[config.mk]
export PLATFORM = sky130hd
export DESIGN_NAME = top_k_ranked_list_core
export DESIGN_NICKNAME = d
export VERILOG_FILES = /design/src/rtl/core/tklst_pkg.sv /design/src/rtl/core/tklst_ctrl.sv /design/src/rtl/core/tklst_dpath.sv /design/src/rtl/core/top_k_ranked_list_core.sv
export SDC_FILE = /design/constraint.sdc
export NUM_CORES = 2
export LEC_CHECK = 0
export BUFFER_PORTS_ARGS = -buffer_cell sky130_fd_sc_hd__clkbuf_2
export CORE_AREA = 5 5 455 322
export DETAILED_ROUTE_END_ITERATION = 8
export DIE_AREA = 0 0 460 327
export GPL_TIMING_DRIVEN = 0
export HOLD_SLACK_MARGIN = 0.03
export PLACE_DENSITY = 0.64
export SYNTH_ARGS = -nofsm -noshare
export SYNTH_HDL_FRONTEND = slang
export SYNTH_SLANG_ARGS = --single-unit
[constraint.sdc]
create_clock -name clk_i -period 7.2 [get_ports clk_i]
set_clock_uncertainty 0.15 [all_clocks]
set_input_delay 0.36 -clock clk_i [delete_from_list [all_inputs] [get_ports clk_i]]
set_output_delay 0.36 -clock clk_i [all_outputs]
set_load 0.02 [all_outputs]
[src/rtl/core/tklst_pkg.sv]
// Shared types and codes for the top-K ranked list core.
// Used by the controller, the datapath and the top level; depends on nothing.
package tklst_pkg;

  // Operation codes carried by an input item
  typedef enum logic [1:0] {
    OP_OFFER = 2'd0,
    OP_READ  = 2'd1,
    OP_CLEAR = 2'd2
  } op_e;

  // Commands from the controller to the datapath
  typedef struct packed {
    logic load;     // capture the input item
    logic compare;  // register per-entry compare flags
    logic update;   // apply the item to the list and register the result
  } dp_cmd_t;

endpackage

[src/rtl/core/tklst_ctrl.sv]
// Sequencer for the top-K ranked list: load, compare, update, result strobe.
// Depends on tklst_pkg for the datapath command struct.
module tklst_ctrl (
  input  logic              clk_i,
  input  logic              rst_ni,
  input  logic              start,
  output logic              busy,
  output logic              result_strobe_o,
  output tklst_pkg::dp_cmd_t cmd_o
);
  import tklst_pkg::*;

  typedef enum logic [1:0] {
    ST_IDLE,
    ST_CMP,
    ST_UPD
  } state_e;

  state_e state_q;
  logic   busy_q;
  logic   strobe_q;

  // Commands follow the state directly
  assign cmd_o.load    = (state_q == ST_IDLE) && start;
  assign cmd_o.compare = (state_q == ST_CMP);
  assign cmd_o.update  = (state_q == ST_UPD);

  assign busy            = busy_q;
  assign result_strobe_o = strobe_q;

  // State and registered outputs
  always_ff @(posedge clk_i or negedge rst_ni) begin
    if (!rst_ni) begin
      state_q  <= ST_IDLE;
      busy_q   <= 1'b0;
      strobe_q <= 1'b0;
    end else begin
      strobe_q <= 1'b0;
      case (state_q)
        ST_IDLE: begin
          if (start) begin
            state_q <= ST_CMP;
            busy_q  <= 1'b1;
          end
        end
        ST_CMP: begin
          state_q <= ST_UPD;
        end
        ST_UPD: begin
          state_q  <= ST_IDLE;
          busy_q   <= 1'b0;
          strobe_q <= 1'b1;
        end
        default: begin
          state_q <= ST_IDLE;
          busy_q  <= 1'b0;
        end
      endcase
    end
  end

endmodule

[src/rtl/core/tklst_dpath.sv]
// Datapath of the top-K ranked list: a row of sorted entry cells with
// per-cell compare, insert-and-shift, rank read and result registers.
// Depends on tklst_pkg for operation codes and the command struct.
module tklst_dpath #(
  parameter int MAX_ENTRIES  = 16,
  parameter int FITNESS_BITS = 32,
  parameter int ID_BITS      = 16,
  localparam int IdxW = $clog2(MAX_ENTRIES),
  localparam int CntW = $clog2(MAX_ENTRIES + 1)
) (
  input  logic                    clk_i,
  input  logic                    rst_ni,
  input  tklst_pkg::dp_cmd_t      cmd_i,
  input  logic [1:0]              operation_i,
  input  logic [FITNESS_BITS-1:0] fitness_value_i,
  input  logic [ID_BITS-1:0]      agent_id_i,
  input  logic [IdxW-1:0]         read_rank_i,
  input  logic                    cfg_we_i,
  input  logic [CntW-1:0]         capacity_in_use_i,
  output logic                    accepted_o,
  output logic [IdxW-1:0]         insert_rank_o,
  output logic [FITNESS_BITS-1:0] entry_fitness_o,
  output logic [ID_BITS-1:0]      entry_id_o,
  output logic                    rank_invalid_o,
  output logic [CntW-1:0]         entry_count_o,
  output logic                    list_full_o
);
  import tklst_pkg::*;

  // Captured item
  logic [1:0]              op_q;
  logic [FITNESS_BITS-1:0] fit_q;
  logic [ID_BITS-1:0]      id_q;
  logic [IdxW-1:0]         rrank_q;

  // Entry cells, sorted from fittest to weakest
  logic [FITNESS_BITS-1:0] cell_fit_q [MAX_ENTRIES];
  logic [ID_BITS-1:0]      cell_id_q  [MAX_ENTRIES];
  logic [MAX_ENTRIES-1:0]  gt_d, gt_q;

  logic [CntW-1:0] held_q, held_d;
  logic [CntW-1:0] cap_q, cap_wr;

  logic            full;
  logic            offer_ok;
  logic            do_insert;
  logic [CntW-1:0] rank_enc;
  logic            rd_ok;

  // Capacity write value: zero means one, above the depth saturates
  always_comb begin
    if (capacity_in_use_i == '0) begin
      cap_wr = CntW'(1);
    end else if (capacity_in_use_i > CntW'(MAX_ENTRIES)) begin
      cap_wr = CntW'(MAX_ENTRIES);
    end else begin
      cap_wr = capacity_in_use_i;
    end
  end

  // Per-cell compare: candidate strictly beats a held entry
  always_comb begin
    for (int i = 0; i < MAX_ENTRIES; i++) begin
      gt_d[i] = (CntW'(i) < held_q) && (fit_q > cell_fit_q[i]);
    end
  end

  // Insert rank: first beaten entry, else the end of the list
  always_comb begin
    rank_enc = held_q;
    for (int i = MAX_ENTRIES - 1; i >= 0; i--) begin
      if (gt_q[i]) rank_enc = CntW'(i);
    end
  end

  // List is sorted, so beating any entry means beating the last one
  assign full      = (held_q >= cap_q);
  assign offer_ok  = !full || (|gt_q);
  assign do_insert = cmd_i.update && (op_q == OP_OFFER) && offer_ok;
  assign rd_ok     = (CntW'(rrank_q) < held_q);

  // Count after this item
  always_comb begin
    held_d = held_q;
    case (op_q)
      OP_OFFER: if (offer_ok && !full) held_d = held_q + CntW'(1);
      OP_CLEAR: held_d = '0;
      default:  held_d = held_q;
    endcase
  end

  // Item capture and compare flags
  always_ff @(posedge clk_i) begin
    if (cmd_i.load) begin
      op_q    <= operation_i;
      fit_q   <= fitness_value_i;
      id_q    <= agent_id_i;
      rrank_q <= read_rank_i;
    end
    if (cmd_i.compare) begin
      gt_q <= gt_d;
    end
  end

  // Cells: write at the insert rank, shift the weaker ones down one place
  always_ff @(posedge clk_i) begin
    for (int i = 0; i < MAX_ENTRIES; i++) begin
      if (do_insert) begin
        if (CntW'(i) == rank_enc) begin
          cell_fit_q[i] <= fit_q;
          cell_id_q[i]  <= id_q;
        end else if (i > 0 && CntW'(i) > rank_enc) begin
          cell_fit_q[i] <= cell_fit_q[(i > 0) ? i - 1 : 0];
          cell_id_q[i]  <= cell_id_q[(i > 0) ? i - 1 : 0];
        end
      end
    end
  end

  // Count and capacity
  always_ff @(posedge clk_i or negedge rst_ni) begin
    if (!rst_ni) begin
      held_q <= '0;
      cap_q  <= CntW'(MAX_ENTRIES);
    end else if (cmd_i.update) begin
      held_q <= held_d;
    end else if (cfg_we_i) begin
      cap_q <= cap_wr;
      if (held_q > cap_wr) held_q <= cap_wr;
    end
  end

  // Result registers
  always_ff @(posedge clk_i) begin
    if (cmd_i.update) begin
      accepted_o      <= 1'b0;
      insert_rank_o   <= '0;
      entry_fitness_o <= '0;
      entry_id_o      <= '0;
      rank_invalid_o  <= 1'b0;
      entry_count_o   <= held_d;
      list_full_o     <= (held_d == cap_q);
      case (op_q)
        OP_OFFER: begin
          if (offer_ok) begin
            accepted_o    <= 1'b1;
            insert_rank_o <= rank_enc[IdxW-1:0];
          end
        end
        OP_READ: begin
          if (rd_ok) begin
            entry_fitness_o <= cell_fit_q[rrank_q];
            entry_id_o      <= cell_id_q[rrank_q];
          end else begin
            rank_invalid_o <= 1'b1;
          end
        end
        default: begin
        end
      endcase
    end
  end

endmodule

[src/rtl/core/top_k_ranked_list_core.sv]
// Top-K ranked list: an accepted item passes through the compare and update
// states over the entry cells before the result strobe; no new item is taken
// while busy, and the next item is taken in the strobe cycle.
// Results cannot be stalled. Async active-low reset empties the list and
// sets the capacity to MAX_ENTRIES; entry contents are not cleared.
module top_k_ranked_list_core #(
  parameter int MAX_ENTRIES  = 16,
  parameter int FITNESS_BITS = 32,
  parameter int ID_BITS      = 16,
  localparam int IdxW = $clog2(MAX_ENTRIES),
  localparam int CntW = $clog2(MAX_ENTRIES + 1)
) (
  input  logic                    clk_i,
  input  logic                    rst_ni,
  input  logic                    start,
  output logic                    busy,
  output logic                    result_strobe_o,
  input  logic [1:0]              operation_i,
  input  logic [FITNESS_BITS-1:0] fitness_value_i,
  input  logic [ID_BITS-1:0]      agent_id_i,
  input  logic [IdxW-1:0]         read_rank_i,
  input  logic                    cfg_we_i,
  input  logic [CntW-1:0]         capacity_in_use_i,
  output logic                    accepted_o,
  output logic [IdxW-1:0]         insert_rank_o,
  output logic [FITNESS_BITS-1:0] entry_fitness_o,
  output logic [ID_BITS-1:0]      entry_id_o,
  output logic                    rank_invalid_o,
  output logic [CntW-1:0]         entry_count_o,
  output logic                    list_full_o
);
  import tklst_pkg::*;

  dp_cmd_t cmd;

  // Sequencer
  tklst_ctrl u_ctrl (
    .clk_i           (clk_i),
    .rst_ni          (rst_ni),
    .start           (start),
    .busy            (busy),
    .result_strobe_o (result_strobe_o),
    .cmd_o           (cmd)
  );

  // Entry cells and result registers
  tklst_dpath #(
    .MAX_ENTRIES  (MAX_ENTRIES),
    .FITNESS_BITS (FITNESS_BITS),
    .ID_BITS      (ID_BITS)
  ) u_dpath (
    .clk_i             (clk_i),
    .rst_ni            (rst_ni),
    .cmd_i             (cmd),
    .operation_i       (operation_i),
    .fitness_value_i   (fitness_value_i),
    .agent_id_i        (agent_id_i),
    .read_rank_i       (read_rank_i),
    .cfg_we_i          (cfg_we_i),
    .capacity_in_use_i (capacity_in_use_i),
    .accepted_o        (accepted_o),
    .insert_rank_o     (insert_rank_o),
    .entry_fitness_o   (entry_fitness_o),
    .entry_id_o        (entry_id_o),
    .rank_invalid_o    (rank_invalid_o),
    .entry_count_o     (entry_count_o),
    .list_full_o       (list_full_o)
  );

endmodule

==> results.json <==
{
  "rsz0062_at_grt": "false",
  "remaining_drc_errors": 0,
  "fill_cells": 12800,
  "rows": 116,
  "clk_pin_slew_worst_paths_ns": 0.06,
  "ys_seq_area_share_pct": 48.5,
  "ys_types": 78,
  "grt_first_pass_wirelength_um": 281000,
  "fp.coreArea_um2": 142000,
  "cp.arrival_ns": 6.72,
  "cp_max_fo": 57,
  "setup_viol": 0,
  "yosys_warnings": 0,
  "min_period_over_period_pct": 89.3,
  "status": "finished with violations",
  "io_pins": 125,
  "antenna_left": 0,
  "ctsHoldBuffers": 66,
  "grt_pass1_vias": 37700,
  "cts_setup_buffers": 0,
  "avgSynthCellArea_um2": 13.6,
  "antenna_found_initial": 10,
  "cts_buffers": 95,
  "synth_edf_count": 898,
  "clockBufferDepth": 3,
  "violations": "max-capacitance violations, max-slew violations",
  "p_leak_nw": 25.0,
  "drive_above_1_share_pct": 27.9,
  "setup_slack_ns": 0.774,
  "whs_ns": 0.193,
  "clock.fmax_ghz": 0.156,
  "multi_input_area_um2": 26200,
  "postRouteWirelength_um": 200000,
  "yosysTopAreaCell": "edfxtp_1",
  "ys.flop_type": "edfxtp_1",
  "ctsHtreeMaxLevel": 3,
  "start_util_pct": 39.7,
  "min_path_type": "primary input to register",
  "drv_slew": 3,
  "areaGrowthSynthToFinish_pct": 12.9,
  "syn_inst": 4152,
  "p_per_area_nw_per_um2": 228,
  "yosys.area.top_type_share_pct": 47.9,
  "route.vias.total": 39500,
  "max_slew_margin_pct": -6.77,
  "grtUsageTotal_pct": 25.9,
  "clkLatencyLatePin_ns": 0.75,
  "grt.overflow.total": 0,
  "grt_max_degree": 69,
  "wl_per_cell_um": 31.1,
  "dp_hpwl_um": 148000,
  "worstMarginPinSlew_ns": 1.59,
  "final_core_util_pct": 44.8,
  "finalNetCount": 5047,
  "syn_nets": 4741,
  "async_reset_ff_share_pct": 1.54,
  "cp-start-kind": "register",
  "slowest_stage": "a21oi_1",
  "regArea_um2": 27300,
  "synthTopCellsByArea": "edfxtp_1 48%, mux2_2 12%, ha_1 12%",
  "cts_resized": 0,
  "die_x_um": 460,
  "end_kind": "register",
  "path_class": "register to register",
  "dieArea_um2": 150000,
  "root_buffer": "clkbuf_16",
  "crit_required_ns": 7.50,
  "routabilityCongestion": 0.990,
  "drt_pass1_iterations": 5,
  "synth-seq-cells": 912,
  "pre_cts_ws_ns": 1.11,
  "fin_cells": 6429,
  "dpl.cell_count": 6180,
  "netlist_area_um2": 56300,
  "portBuffers": 124,
  "ir_worst_vdd_uv": 188,
  "vias_per_cell": 6.15,
  "finalHoldViolations": 0,
  "final.min_clock_period_ns": 6.43,
  "cts_tree": "yes",
  "crit_chain": "inv_1 -> ha_1 -> nand2b_1 -> a2111o_1 -> a211oi_1 -> o31ai_1 -> inv_4 -> buf_16 -> nand2_2 -> a21oi_1 -> buf_2 -> buf_6 -> mux2_1",
  "max_stage_delay_ns": 0.69,
  "synthTopCellsByCount": "898 x edfxtp_1, 607 x mux2_2, 532 x inv_1, 526 x ha_1, 240 x mux4_2",
  "synth_most_common_cell": "edfxtp_1",
  "drv_cap": 2,
  "clkSinkCount": 912,
  "drt_iter0_drc": 5572,
  "die_y_um": 327
}
-- worst paths after layout --
| check | startpoint | slack [ns] | depth (start not counted) | end |
|---|---|---|---|---|
| max reg2reg | u_dpath.held_q[0]$_DFFE_PN0P_ | 0.77 | 13 | u_dpath.cell_fit_q[11][25]$_DFFE_PP_ |
| min reg2reg | u_ctrl.busy$_DFFE_PN0P_ | 0.36 | 1 | u_ctrl.busy$_DFFE_PN0P_ |
| min | agent_id_i[13] | 0.19 | 2 | u_dpath.id_q[13]$_DFFE_PP_ |
| max | u_dpath.held_q[0]$_DFFE_PN0P_ | 0.77 | 13 | u_dpath.cell_fit_q[11][25]$_DFFE_PP_ |
| min in group asynchronous | rst_ni | 0.56 | 3 | u_dpath.cap_q[4]$_DFFE_PN1P_ |
| max in group asynchronous | rst_ni | 5.28 | 4 | u_dpath.held_q[2]$_DFFE_PN0P_ |
-- layer usage --
| metal | wire length [µm] | GRT usage (%) | vias to the layer above | part of all wire (%) |
|---|---|---|---|---|
| met3 | 26600 | 9.10 | 260 | 13 |
| met5 | 41 | 0 | - | 0.021 |
| met1 | 89000 | 39.5 | 20400 | 45 |
| li1 | - | - | 16500 | - |
| met2 | 79200 | 35.1 | 2272 | 40 |
| met4 | 5010 | 5.91 | 6 | 2.5 |
-- cell usage in the layout (no fill, tap or decap), types with 9 or more instances in the layout --
master         synthesis  layout
buf_4                  7      11
nand3_1               39      39
nor3_1                21      21
nand2_1               82      82
or3_1                  9       9
a211oi_1              12      12
o21a_1                30      30
nand4_1               97      97
buf_2                 56      55
edfxtp_1             898     898
and3_1                 9       9
a21o_1               127     127
buf_1                 20      13
ha_1                 526     526
o21ai_0              148     148
a31oi_1               10      10
a221oi_1               9       9
nor2_1                88      88
buf_6                  9      16
clkbuf_16              0      97
nor4_1                13      10
clkbuf_1              99     114
dfrtp_1               13      13
clkbuf_2               0     134
nor2b_1               85      84
clkinv_1               2      20
clkinv_2               0      13
inv_1                532     528
a21oi_1              135     135
mux2_1                63      63
o22ai_1                9       9
bufinv_16              0      13
mux2_4                18      18
and4_1                13      13
mux4_2               240     240
o211ai_1              14      14
dlygate4sd3_1          0      66
mux2_2               607     607
-- registers in the layout (all words and copies together) (netlist names), 5 cells and up --
signal,cells
u_dpath.cell_id_q,256
u_dpath.held_q,5
u_dpath.entry_count_o,5
u_dpath.fit_q,32
u_dpath.cap_q,5
u_dpath.gt_q,16
u_dpath.id_q,16
u_dpath.cell_fit_q,512
u_dpath.entry_fitness_o,32
u_dpath.entry_id_o,16
-- where the power goes --
group / switching [W] / internal [W] / leakage, nW / total [W]
sequential: 0.000326 / 0.00618 / 8.35 / 0.00650
clock: 0.00232 / 0.00296 / 1.54 / 0.00528
combinational: 0.00162 / 0.00112 / 15.1 / 0.00274
-- cell families (layout without fill, tap and decap cells) --
kind of cell / after synthesis / in the layout / share of synthesized area [%]
buffers and inverters: 726 / 1111 / 5.13
and+or+nand+nor: 490 / 490 / 4.70
AOI/OAI and AO/OA: 561 / 561 / 6.38
adders and majority gates: 526 / 526 / 11.7
muxes: 933 / 933 / 23.6
xor gates and xnor gates: 4 / 4 / 0.0622
other: 0 / 4 / 0
DFF: 912 / 912 / 48.5
-- cell type report --
| class | count | area share [%] |
|---|---|---|
| Clock inverter | 57 | 1.04 |
| Inverter | 535 | 3.19 |
| Buffer | 191 | 1.43 |
| Multi-Input combinational cell | 2514 | 41.2 |
| Antenna cell | 4 | 0.0157 |
| Sequential cell | 912 | 43.0 |
| Clock buffer | 119 | 3.96 |
| Timing Repair Buffer | 209 | 2.53 |
| Tap cell | 1888 | 3.72 |
-- through the flow --
| step | setup TNS [ns] | power [W] | area (µm²) |
|---|---|---|---|
| finish | 0 | 0.0145 | 63600 |
| detailed placement | 0 | 0.00922 | 59700 |
| global placement | -250.91 | 0.00915 | 59300 |
| CTS | 0 | 0.0145 | 63500 |
| floorplan | 0 | 0.00813 | 56300 |
| global route | 0 | 0.0150 | 63600 |
-- critical path, delay by kind of cell (launching register included) --
family / cells / cell delay, ns
buffers and inverters: 5 / 2.07
AO/OA/AOI/OAI: 4 / 1.86
AND/OR/NAND/NOR: 2 / 0.55
flip-flops: 1 / 0.68
multiplexers: 1 / 0.39
adder cells (fa/ha/maj): 1 / 0.34
(Power assumes the default switching activity.)
